$ cat src/rtl/core/iwi_pkg.sv
// ----------------------------------------------------------------------------
// iwi_pkg
// Shared types and constants of the implicit weight and inverse block.
// ----------------------------------------------------------------------------
package iwi_pkg;

  // Default number of fractional bits of every operand and result.
  localparam int FRAC_BITS_DEF = 16;

  // Fitted constant c at scale 2^32, and 6c-2 at the same scale.
  localparam logic [30:0] C32 = 31'd1769840059;
  localparam logic [30:0] A32 = 31'd2029105762;

  // Divider geometry: denominator width and quotient bits.
  localparam int DIV_DW = 62;
  localparam int DIV_QW = 33;

  // Depth of the queue between the front and the back.
  localparam int FIFO_DEPTH = 2;

  // Register values of the curve choice.
  localparam logic [1:0] VAR_SQUARED = 2'd0;
  localparam logic [1:0] VAR_PLAIN   = 2'd1;
  localparam logic [1:0] VAR_FITTED  = 2'd2;
  localparam logic [1:0] VAR_RESET   = VAR_PLAIN;

  // Saturation limits.
  localparam logic [31:0] POS_MAX = 32'h7FFF_FFFF;
  localparam logic [31:0] NEG_MAX = 32'h8000_0000;

  typedef enum logic [1:0] {
    ST_OK     = 2'd0,
    ST_SAT    = 2'd1,
    ST_NEGRAD = 2'd2
  } status_e;

  // Work class of a request, decided by the front.
  typedef enum logic [2:0] {
    K_ZERO = 3'd0,
    K_FWD0 = 3'd1,
    K_FWD1 = 3'd2,
    K_FWD2 = 3'd3,
    K_INV0 = 3'd4,
    K_INV1 = 3'd5,
    K_INV2 = 3'd6
  } kind_e;

  // A classified request as it sits in the queue.
  typedef struct packed {
    kind_e       kind;
    logic [30:0] mag;
  } item_t;

  // Request context carried alongside the square-root pipeline.
  typedef struct packed {
    kind_e       kind;
    logic        spc;
    status_e     spc_st;
    logic [30:0] mag;
    logic [61:0] dv;
  } sq_side_t;

  // Request context carried alongside the divider pipeline.
  typedef struct packed {
    kind_e   kind;
    logic    spc;
    status_e spc_st;
    logic    neg;
  } dv_side_t;

endpackage

$ cat src/rtl/core/iwi_front.sv
// ----------------------------------------------------------------------------
// iwi_front
// Accepts requests, classifies them by curve and direction, and hands them on.
// ----------------------------------------------------------------------------
module iwi_front (
  input  logic                clk_i,
  input  logic                rst_ni,
  input  logic                valid_i,
  input  logic                req_type_i,
  input  logic signed [31:0]  operand_i,
  input  logic [1:0]          variant_i,
  input  logic                full_i,
  output logic                stall_o,
  output logic                push_o,
  output iwi_pkg::item_t      item_o
);

  logic           hold_q, hold_d;
  iwi_pkg::item_t item_q, item_d;
  logic           accept;
  logic           pos;

  // The holding register moves on whenever the queue has room.
  assign push_o  = hold_q && !full_i;
  assign stall_o = hold_q && full_i;
  assign accept  = valid_i && !stall_o;
  assign item_o  = item_q;

  // Classification: non-positive operands and the unused curve give zero.
  always_comb begin
    pos         = !operand_i[31] && (operand_i != 32'sd0);
    item_d.mag  = operand_i[30:0];
    item_d.kind = iwi_pkg::K_ZERO;
    if (pos) begin
      case (variant_i)
        iwi_pkg::VAR_SQUARED: item_d.kind = req_type_i ? iwi_pkg::K_INV0 : iwi_pkg::K_FWD0;
        iwi_pkg::VAR_PLAIN:   item_d.kind = req_type_i ? iwi_pkg::K_INV1 : iwi_pkg::K_FWD1;
        iwi_pkg::VAR_FITTED:  item_d.kind = req_type_i ? iwi_pkg::K_INV2 : iwi_pkg::K_FWD2;
        default:              item_d.kind = iwi_pkg::K_ZERO;
      endcase
    end
    hold_d = accept ? 1'b1 : (push_o ? 1'b0 : hold_q);
  end

  always_ff @(posedge clk_i or negedge rst_ni) begin
    if (!rst_ni) begin
      hold_q <= 1'b0;
    end else begin
      hold_q <= hold_d;
    end
  end

  always_ff @(posedge clk_i) begin
    if (accept) begin
      item_q <= item_d;
    end
  end

endmodule

$ cat config.mk
export PLATFORM = sky130hd
export DESIGN_NAME = iwi_front
export DESIGN_NICKNAME = d
export VERILOG_FILES = /design/src/rtl/core/iwi_pkg.sv /design/src/rtl/core/iwi_front.sv
export SDC_FILE = /design/constraint.sdc
export NUM_CORES = 1
export LEC_CHECK = 0
export ABC_AREA = 1
export BUFFER_PORTS_ARGS = -buffer_cell sky130_fd_sc_hd__buf_2
export CORE_MARGIN = 3
export CORE_UTILIZATION = 38
export DETAILED_ROUTE_END_ITERATION = 10
export PLACE_DENSITY = 0.75
export SYNTH_ARGS = -nofsm -noshare
export SYNTH_HDL_FRONTEND = slang
export SYNTH_SLANG_ARGS = --single-unit
export TNS_END_PERCENT = 1
$ cat constraint.sdc
create_clock -name clk_i -period 2.3 [get_ports clk_i]
set_input_delay 0.23 -clock clk_i [delete_from_list [all_inputs] [get_ports clk_i]]
set_output_delay 0.23 -clock clk_i [all_outputs]
set_load 0.02 [all_outputs]
==> results by group <==
Status
  • Result of the run: complete, no violations

Finish
  • Synthesis-to-layout area growth: 41.0%
  • Share of layout cells above drive strength 1: 0.506
  • Diode insertion count for antenna repair: 0
  • Count of filler cells inserted in the layout: 272
  • Commonest non-fill, non-tap cell in the layout: sky130_fd_sc_hd__buf_2
  • # nets final: 208
  • Most used cells in the layout excluding fill and tap cells: sky130_fd_sc_hd__buf_2, sky130_fd_sc_hd__edfxtp_1, sky130_fd_sc_hd__nor2_1

Power
  • PD cells: 715 nW/µm²
  • Leakage: 0.000775 µW
  • Highest ir drop seen on vdd: 0.317 mV

GRT
  • Wire length of the first global-routing pass: 3.84 mm
  • Maximum number of pins on one net before global-route repair: 35
  • Number of global-route vias before repair: 875
  • Antenna violations before repair: 0
  • Overall fraction of global-route tracks in use: 0.133
  • Remaining Overflow, GRT: 0

Drt
  • Routed via count: 929
  • First-pass iteration count of the detailed router: 4
  • First-iteration detailed-routing DRC count: 50
  • Remaining design rule violation count: 0
  • Antenna Nets Post-Route: 0
  • Avg WL per Cell: 11.6 µm
  • Number of vias per cell: 4.34
  • Final Routed Wirelength: 2.49 mm

STA
  • Setup violators final: 0
  • Sum of negative setup slack: 0 ps
  • Setup repair after global routing missed its margin: false
  • Worst slew pin tran: 406 ps
  • Final cycle utilization of the critical path: 0.584
  • Number of max-slew violations in the final report: 0
  • Final critical-path required period: 1340 ps
  • Clock Skew: 7.96 ps
  • Total count of hold-check failures in the final report: 0
  • Max-Slew Margin vs Limit: 0.730
  • Maximum clock rate: 745 MHz
  • Min Hold Slack: 86.8 ps

Worst setup path
  • CP required: 2280 ps
  • Setup slack, reg-to-reg: 960 ps
  • CP endpoint kind: flip-flop
  • Length in cells of the worst reg-to-reg path: 4
  • Critical Path Max Stage Delay: 390 ps
  • R2r endpoint: item_o[22]
  • Largest fanout on the critical path: 34
  • Data arrival, critical path: 1330 ps
  • Chain of cells forming the critical path: nand2_1 -> inv_1 -> nor2_2 -> buf_4
  • Kind of start point of the critical path: flip-flop
  • Worst reg2reg startpoint: hold_q
  • Type of the setup path with the least slack: reg2reg
  • Max stage delay cell, worst path: sky130_fd_sc_hd__dfrtp_1

Die
  • Number of core rows: 20
  • Core Box Area: 3100 µm²
  • Full die area: 4020 µm²
  • Height of the die: 63.4 µm
  • I/O pin count: 75
  • Initial Util: 0.404
  • Die outline width: 63.4 µm

Logic synthesis
  • Syn_area_per_cell: 14.6 µm²
  • Nets in the synthesized netlist: 125
  • Portion of the post-synthesis area used by sequential elements: 0.834
  • Warnings from Yosys: 0
  • Seq cells post-synth: 35
  • Synth Instances: 86
  • Number of library cell types mapped by synthesis: 10
  • Area of the mapped netlist: 1250 µm²

Hold path
  • Class of the tightest hold or removal check: in2reg
  • Hold worst-path end: item_o[9]
  • Number of stages on the worst hold path: 1
  • Startpoint of the worst hold path: operand_i[9]

CTS
  • TritonCTS clock tree: yes
  • Root buffer cell: sky130_fd_sc_hd__clkbuf_4
  • # Post-CTS Setup Buffers: 0
  • Clk_lat worst skew: 330 ps
  • Worst-path clk slew: 100 ps
  • Maximum count of clock buffers along a single path: 2
  • H-tree depth reported by CTS: 2
  • Number of clock sinks: 35
  • Number of clock buffers inserted by TritonCTS: 5

Placement
  • Final weighted congestion of routability-driven global placement: 0.707
  • Post-detailed-placement half-perimeter wirelength: 1.95 mm
  • Number of I/O port buffers: 74

Flow run
  • Number of maximum-capacitance violations: 0
-- cells in the mapped netlist --
cell                        n  share of area
sky130_fd_sc_hd__nand3_1    1         0.0040
sky130_fd_sc_hd__nor2_2     3          0.015
sky130_fd_sc_hd__o21ai_1    1         0.0040
sky130_fd_sc_hd__o21ai_0    2         0.0080
sky130_fd_sc_hd__inv_1      7          0.021
sky130_fd_sc_hd__nor3_1     3          0.012
sky130_fd_sc_hd__nor2_1    20          0.060
sky130_fd_sc_hd__nand2_1   14          0.042
sky130_fd_sc_hd__dfrtp_1    1          0.020
sky130_fd_sc_hd__edfxtp_1  34           0.81
-- final cells by class --
cell class              instances  area [µm²]  area share
inverters                       7        26.3      0.0149
well taps                      44        55.1      0.0311
multi-input cells              44         184       0.104
flip-flops and latches         35        1050       0.592
repair buffers                 76         388       0.219
clock buffers                   8        68.8      0.0389
-- sequential cells by signal, summed over array words and instances, names as in the netlist --
signal and cells:
item_o 34, hold_q 1
-- per-layer routing --
layer	GRT usage	part of all wire	vias to the layer above
met4	0.0809	0.022	0
li1	-	-	459
met5	0	0	-
met1	0.135	0.39	405
met3	0.0820	0.15	7
met2	0.205	0.44	58
-- stage by stage --
stage                     power (µW)  utilization  instances  setup WS (ps)  instance area, µm²
after floorplan                  841            -         86            441                1260
after global placement           916        0.544        205           1040                1690
after detailed placement         921        0.544        205            964                1690
after CTS                       1280        0.570        214            944                1770
after global routing            1330        0.570        214            850                1770
final                           1260        0.570        214            957                1770
-- kinds of logic after synthesis --
family | Yosys count | synth area share
simple gates | 41 | 0.133
compound gates | 3 | 0.0120
flops | 35 | 0.834
buf+inv | 7 | 0.0210
-- where the power goes --
part           leakage (µW)  internal [µW]  total, µW  switching [µW]
registers          0.000336            741        749            7.68
clock network     0.0000386            180        359             180
logic              0.000400           56.8        157            99.9
total              0.000775            978       1260             287
-- worst max-delay path, delay by kind of cell, from the launching register on --
kind          cells  cell delay (ps)
buf+inv           2              440
flops             1              390
simple gates      2              170
-- what timing repair did --
| action | 4_1_cts | 5_1_grt |
|---|---|---|
| endpoints found under the hold margin | 1 | 0 |
| hold buffers | 1 | 0 |
| resized for setup | 0 | 0 |
-- worst max-delay path by stage --
| stage | cells after the start | to | from | slack (ps) |
|---|---|---|---|---|
| after global routing | 4 | item_o[22] | hold_q | 850 |
| after floorplan | 3 | item_o[0] | hold_q | 440 |
| final | 4 | item_o[22] | hold_q | 960 |
| after CTS | 4 | item_o[25] | hold_q | 940 |
| after global placement | 4 | item_o[31] | hold_q | 1040 |
| after detailed placement | 4 | item_o[31] | hold_q | 960 |
Power figures use the tool's default switching activity.
