**src/rtl/core/iwi_pkg.sv**
```systemverilog
// ----------------------------------------------------------------------------
// iwi_pkg
// Shared types and constants of the implicit weight and inverse block.
// ----------------------------------------------------------------------------
package iwi_pkg;

  // Default number of fractional bits of every operand and result.
  localparam int FRAC_BITS_DEF = 16;

  // Fitted constant c at scale 2^32, and 6c-2 at the same scale.
  localparam logic [30:0] C32 = 31'd1769840059;
  localparam logic [30:0] A32 = 31'd2029105762;

  // Divider geometry: denominator width and quotient bits.
  localparam int DIV_DW = 62;
  localparam int DIV_QW = 33;

  // Depth of the queue between the front and the back.
  localparam int FIFO_DEPTH = 2;

  // Register values of the curve choice.
  localparam logic [1:0] VAR_SQUARED = 2'd0;
  localparam logic [1:0] VAR_PLAIN   = 2'd1;
  localparam logic [1:0] VAR_FITTED  = 2'd2;
  localparam logic [1:0] VAR_RESET   = VAR_PLAIN;

  // Saturation limits.
  localparam logic [31:0] POS_MAX = 32'h7FFF_FFFF;
  localparam logic [31:0] NEG_MAX = 32'h8000_0000;

  typedef enum logic [1:0] {
    ST_OK     = 2'd0,
    ST_SAT    = 2'd1,
    ST_NEGRAD = 2'd2
  } status_e;

  // Work class of a request, decided by the front.
  typedef enum logic [2:0] {
    K_ZERO = 3'd0,
    K_FWD0 = 3'd1,
    K_FWD1 = 3'd2,
    K_FWD2 = 3'd3,
    K_INV0 = 3'd4,
    K_INV1 = 3'd5,
    K_INV2 = 3'd6
  } kind_e;

  // A classified request as it sits in the queue.
  typedef struct packed {
    kind_e       kind;
    logic [30:0] mag;
  } item_t;

  // Request context carried alongside the square-root pipeline.
  typedef struct packed {
    kind_e       kind;
    logic        spc;
    status_e     spc_st;
    logic [30:0] mag;
    logic [61:0] dv;
  } sq_side_t;

  // Request context carried alongside the divider pipeline.
  typedef struct packed {
    kind_e   kind;
    logic    spc;
    status_e spc_st;
    logic    neg;
  } dv_side_t;

endpackage

```
**src/rtl/core/iwi_fifo.sv**
```systemverilog
// ----------------------------------------------------------------------------
// iwi_fifo
// Short queue of classified requests between the front and the back.
// ----------------------------------------------------------------------------
module iwi_fifo #(
  parameter int DEPTH = iwi_pkg::FIFO_DEPTH
) (
  input  logic           clk_i,
  input  logic           rst_ni,
  input  logic           push_i,
  input  iwi_pkg::item_t item_i,
  input  logic           pop_i,
  output logic           full_o,
  output logic           valid_o,
  output iwi_pkg::item_t item_o
);

  localparam int PW = (DEPTH > 1) ? $clog2(DEPTH) : 1;
  localparam int CW = $clog2(DEPTH + 1);

  iwi_pkg::item_t mem_q [DEPTH];
  logic [PW-1:0]  wptr_q, wptr_d, rptr_q, rptr_d;
  logic [CW-1:0]  cnt_q, cnt_d;
  logic           do_push, do_pop;

  assign full_o  = (cnt_q == CW'(DEPTH));
  assign valid_o = (cnt_q != '0);
  assign item_o  = mem_q[rptr_q];
  assign do_push = push_i && !full_o;
  assign do_pop  = pop_i && valid_o;

  // Pointer and fill count update.
  always_comb begin
    wptr_d = wptr_q;
    rptr_d = rptr_q;
    cnt_d  = cnt_q;
    if (do_push) begin
      wptr_d = (wptr_q == PW'(DEPTH - 1)) ? '0 : wptr_q + PW'(1);
    end
    if (do_pop) begin
      rptr_d = (rptr_q == PW'(DEPTH - 1)) ? '0 : rptr_q + PW'(1);
    end
    case ({do_push, do_pop})
      2'b10:   cnt_d = cnt_q + CW'(1);
      2'b01:   cnt_d = cnt_q - CW'(1);
      default: cnt_d = cnt_q;
    endcase
  end

  always_ff @(posedge clk_i or negedge rst_ni) begin
    if (!rst_ni) begin
      wptr_q <= '0;
      rptr_q <= '0;
      cnt_q  <= '0;
    end else begin
      wptr_q <= wptr_d;
      rptr_q <= rptr_d;
      cnt_q  <= cnt_d;
    end
  end

  always_ff @(posedge clk_i) begin
    if (do_push) begin
      mem_q[wptr_q] <= item_i;
    end
  end

endmodule

```
**config.mk**
```make
export PLATFORM = sky130hd
export DESIGN_NAME = iwi_fifo
export DESIGN_NICKNAME = d
export VERILOG_FILES = /design/src/rtl/core/iwi_pkg.sv /design/src/rtl/core/iwi_fifo.sv
export SDC_FILE = /design/constraint.sdc
export NUM_CORES = 1
export LEC_CHECK = 0
export BUFFER_PORTS_ARGS = -buffer_cell sky130_fd_sc_hd__buf_2
export CAP_MARGIN = 40
export CORE_UTILIZATION = 40
export CTS_CLUSTER_DIAMETER = 80
export DETAILED_ROUTE_END_ITERATION = 6
export MAX_ROUTING_LAYER = met4
export PLACE_DENSITY_LB_ADDON = 0.1
export SLEW_MARGIN = 20
export SYNTH_ARGS = -nofsm -noshare
export SYNTH_HDL_FRONTEND = slang
export SYNTH_SLANG_ARGS = --single-unit
```
**constraint.sdc**
```tcl
create_clock -name clk_i -period 4.4 [get_ports clk_i]
set_input_delay 0.66 -clock clk_i [delete_from_list [all_inputs] [get_ports clk_i]]
set_output_delay 0.66 -clock clk_i [all_outputs]
set_load 0.01 [all_outputs]
```
==> results of run 1 <==
[how the worst max path moves through the flow]
| stage | start | endpoint | slack [ps] | cells past startpoint |
|---|---|---|---|---|
| 3_5_place_dp | rptr_q | item_o[27] | 2070 | 3 |
| 3_3_place_gp | rptr_q | item_o[27] | 2110 | 3 |
| 6_report | rptr_q | item_o[18] | 1750 | 3 |
| 5_1_grt | rptr_q | item_o[22] | 1590 | 3 |
| 4_1_cts | rptr_q | item_o[27] | 1700 | 3 |
| 2_1_floorplan | push_i | mem_q[0][0] | 1780 | 2 |
[power groups by stage]
stage / Combinational [mW] / Clock (mW) / Sequential, mW
floorplan: 0.470 / 0 / 0.990
global placement: 0.632 / 0 / 1.02
detailed placement: 0.666 / 0 / 1.03
CTS: 0.668 / 0.619 / 1.01
global route: 0.722 / 0.649 / 1.02
finish: 0.667 / 0.604 / 1.01
[stage by stage]
stage	cells	instance area, um^2	hold slack [ps]
6_report	289	3390	127
5_1_grt	289	3390	111
4_1_cts	288	3370	109
3_5_place_dp	272	3140	475
3_3_place_gp	271	3110	472
2_1_floorplan	124	2680	364
[kinds of logic after synthesis]
| family | count (synthesis) | synth area share |
|---|---|---|
| flops | 72 | 0.800 |
| mux | 34 | 0.146 |
| simple gates | 7 | 0.0145 |
| xor+xnor | 5 | 0.0164 |
| fa+ha+maj | 1 | 0.00467 |
| buf+inv | 5 | 0.0182 |
[synth_stat cells]
cell type  number  area, um^2
buf_6           4        45.0
nor2_1          2        7.51
mux2_4          2        30.0
or2_1           1        6.26
inv_1           1        3.75
edfxtp_1       68        2040
dfrtp_1         4         100
and3_1          1        6.26
ha_1            1        12.5
and2_4          1        8.76
xnor2_1         3        26.3
nand2b_1        1        6.26
xor2_1          2        17.5
mux2_2         32         360
nand2_1         1        3.75
[area by class of cell]
type	instances	area, um^2
fillers	517	3000
clock inverters	7	110
flip-flops and latches	72	2140
multi-input cells	47	494
clock buffers	9	124
inverters	1	3.75
well taps	77	96.3
repair buffers	76	420
[worst max-delay path: stages, from the launching register on]
cell and delay [ps]:
dfrtp_1 720, buf_4 400, mux2_2 380, buf_2 140
[sequential cells by signal (all words and copies together) (netlist names)]
| name | cells |
|---|---|
| rptr_q | 1 |
| wptr_q | 1 |
| cnt_q | 2 |
| mem_q | 68 |
[layer usage]
| layer | share of wire | vias up |
|---|---|---|
| li1 | - | 642 |
| met1 | 0.41 | 670 |
| met2 | 0.52 | 43 |
| met3 | 0.049 | 8 |
| met4 | 0.020 | 0 |
| met5 | 0 | - |
==> flow_summary.ini, run 1 <==
[power_and_ir_drop]
power_frac_seq = 0.442
ir_drop_mv = 0.323
switching_share = 0.278
p_per_area_mw_per_mm2 = 671
p_leak_nw = 1.30
p_switching_mw = 0.633
totalPowerFinal_mw = 2.28
p_clk_frac = 0.265
p_comb_frac = 0.293
p_int_mw = 1.64

[timing]
min_period_ps = 2650
hold_viol_final = 0
slew_headroom = 0.604
timing.fmax_ghz = 0.378
slew_viol_final = 0
setup_viol = 0
worst_slack_ps = 1750
tightestPinTransition_ps = 595
finalClockSkew_ps = 6.30
setup_tns_ps = 0
finalCritPeriodShare = 0.602
grt_setup_unrepaired = no

[global_route]
grt_busiest_layer = met2
grt_overflow = 0
grt_max_degree = 35
gr-usage-met3 = 0.0376
grt_pass1_vias = 1443
track_usage = 0.140
antenna_found_initial = 0
groute.layer.met2.usage = 0.228
use_met1 = 0.155
grt_first_pass_wirelength_um = 6970

[placement]
pre_cts_ws_ps = 2070
dp_hpwl_um = 2980
port_buffers = 73
place.gp.congestion = 0.666

[clock_network]
ctsResizeCount = 0
holdBufCountCts = 0
cts_tree = yes
root_buffer = clkbuf_8
cts_setup_buffers = 0
h-tree-depth = 3
clk_pin_slew_ps = 70
cts.path.max_buffers = 2
clk_latency_ps = 330
cts_buffers = 9
cts.sinks = 72

[yosys]
syn_nets = 163
syn_avg_cell_area_um2 = 21.6
yosysSeqAreaShare = 0.800
synth-seq-cells = 72
netlist_instances = 124
netlist-cell-type-count = 15
syn_area_mm2 = 0.00268
ys_warn_count = 0

[critical_path]
reg2regPathDepth = 4
regToRegSetupSlack_ps = 2790
end_kind = output pin
crit_path_start_kind = flop
crit_fanout = 21
reg2reg_to = mem_q[0][6]
crit_type = flop to output pin
arrival_ps = 1990
required_ps = 3740
r2r_start = cnt_q[0]

[job]
maxCapViolCount = 0

[route]
wl_um = 4470
drt.antenna.violating_nets = 0
vias = 1363
wl_per_cell_um = 15.4
viasPerCell = 4.72
drt-initial-drc-count = 63
drcViolationCount = 0
drt-pass1-iter-count = 3

[outcome]
outcome = finished clean

[min_path]
hold_class = input port to async pin

[layout]
synthToLayoutAreaGrowth_pct = 26.7
finish.utilization = 0.531
layout_commonest_cell = buf_2
n_antenna_cell = 0
drive_gt1_frac = 0.599
fin_nets = 246
final_cell_mix = 73 x buf_2, 68 x edfxtp_1, 32 x mux2_2

[floorplan]
initial_core_util = 0.419
core-area_mm2 = 0.00639
die-area_mm2 = 0.00702
ios = 74
fp.dieH_um = 83.8
rows = 29
die_x_um = 83.8
(Power assumes the default switching activity.)
==> inputs of run 2 (changes only) <==
==> constraint.sdc (replaced) <==
create_clock -name clk_i -period 2.3 [get_ports clk_i]
set_input_delay 0.345 -clock clk_i [delete_from_list [all_inputs] [get_ports clk_i]]
set_output_delay 0.345 -clock clk_i [all_outputs]
set_load 0.01 [all_outputs]
==> flow_summary.ini, run 2 (synthesis gave the netlist of run 1 again) <==
[outcome]
outcome = finished clean

[floorplan]
core-area_mm2 = 0.00639
die-area_mm2 = 0.00702
ios = 74
die_x_um = 83.8
fp.dieH_um = 83.8
rows = 29
initial_core_util = 0.419

[power_and_ir_drop]
ir_drop_mv = 0.614
p_switching_mw = 1.18
p_int_mw = 2.92
p_comb_frac = 0.319
power_frac_seq = 0.459
p_clk_frac = 0.222
p_per_area_mw_per_mm2 = 1230
switching_share = 0.288
p_leak_nw = 1.28

[critical_path]
critPathBufInv = 2
crit_path_start_kind = flop
cp_slowest_cell = buf_4
crit_type = flop to output pin
required_ps = 1960
end_kind = output pin
worstPathCellList = buf_4 > mux2_2 > buf_2
crit_family = buffers and inverters
cpPeakStageDelay_ps = 420
crit_fanout = 35
arrival_ps = 1620

[route]
viasPerCell = 4.76
drt-initial-drc-count = 64
wl_um = 4360
vias = 1380
drt.antenna.violating_nets = 0
wl_per_cell_um = 15.0
drt-pass1-iter-count = 4
drcViolationCount = 0

[global_route]
track_usage = 0.136
grt_overflow = 0
antenna_found_initial = 0
grt_pass1_vias = 1476
grt_first_pass_wirelength_um = 6770
grt_max_degree = 36

[clock_network]
clk_pin_slew_ps = 70
ctsResizeCount = 0
cts.path.max_buffers = 2
root_buffer = clkbuf_8
cts_tree = yes
cts.sinks = 72
clk_latency_ps = 320
h-tree-depth = 3
cts_buffers = 9
cts_setup_buffers = 0

[layout]
final_cell_mix = 73 x buf_2, 68 x edfxtp_1, 32 x mux2_2
finish.utilization = 0.523
fin_nets = 247
largest_reg_flops = 68
drive_gt1_frac = 0.587
n_antenna_cell = 0
largest-register = mem_q
top_regs = mem_q: 68 flops, cnt_q: 2 flops
layout_commonest_cell = buf_2
n_fill_cell = 517
synthToLayoutAreaGrowth_pct = 24.7

[timing]
setup_tns_ps = 0
grt_setup_unrepaired = no
slew_headroom = 0.674
setup_viol = 0
tightestPinTransition_ps = 489
slew_viol_final = 0
timing.fmax_ghz = 0.509
finalClockSkew_ps = 7.79
finalCritPeriodShare = 0.854
hold_viol_final = 0
min_period_ps = 1960

[min_path]
hold_class = input port to flop

[placement]
port_buffers = 73
dp_hpwl_um = 2850
place.gp.congestion = 0.685

[job]
maxCapViolCount = 0
-- run 2: cell types whose count changed in the layout (fill, tap and decap cells not counted), sizes merged --
cell and change:
bufinv -2, clkbuf +2, clkinv +1, clkinvlp -1
dlygate4sd3 +1
-- run 2: path summary, 6_finish.rpt --
check | startpoint | to | slack (ps) | cells past startpoint
worst min-delay path | item_i[30] | mem_q[0][30] | 200 | 1
worst min register to register | cnt_q[1] | cnt_q[1] | 500 | 1
min in group asynchronous | rst_ni | wptr_q | 340 | 2
worst max register to register | cnt_q[0] | mem_q[0][18] | 650 | 4
max in group asynchronous | rst_ni | rptr_q | 1830 | 2
worst max-delay path | rptr_q | item_o[5] | 340 | 3
-- run 2: metal layers --
metal  GRT usage  wire [um]
met1       0.145       1800
met2       0.223       2260
met3      0.0366        234
met4      0.0847         75
met5           -          0
-- run 2: timing repair --
item                                   in CTS  in global routing
hold buffers                                1                  0
setup endpoints to repair                   0                  0
endpoints found under the hold margin       4                  0
-- run 2: cell type report --
cell class | instances | area, um^2 | area share
sequential | 72 | 2140 | 0.642
multi-input combinational | 47 | 494 | 0.148
clock buffer | 11 | 131 | 0.0394
tap | 77 | 96.3 | 0.0289
timing repair buffer | 77 | 423 | 0.127
inverter | 1 | 3.75 | 0.00112
clock inverter | 5 | 47.5 | 0.0142
-- run 2: worst reg2reg max path: stages (launching register included) --
cell and delay, ps:
dfrtp_1 420, nand2b_1 170, nand2_1 140, nor2_4 380
buf_12 240
-- run 2: per-stage QoR --
stage	setup slack [ps]	instances	power [mW]	cell area, um^2	hold WS (ps)
floorplan	367	124	2.79	2680	49.4
global placement	674	273	3.21	3150	152
detailed placement	661	273	3.25	3150	159
CTS	293	290	4.16	3340	183
global route	241	290	4.32	3340	182
finish	337	290	4.10	3340	203
-- run 2: power by group through the flow --
stage	Clock, mW	Combinational, mW	Sequential, mW
finish	0.910	1.31	1.88
global route	0.994	1.42	1.91
CTS	0.934	1.34	1.89
detailed placement	0	1.34	1.91
global placement	0	1.32	1.90
floorplan	0	0.902	1.89
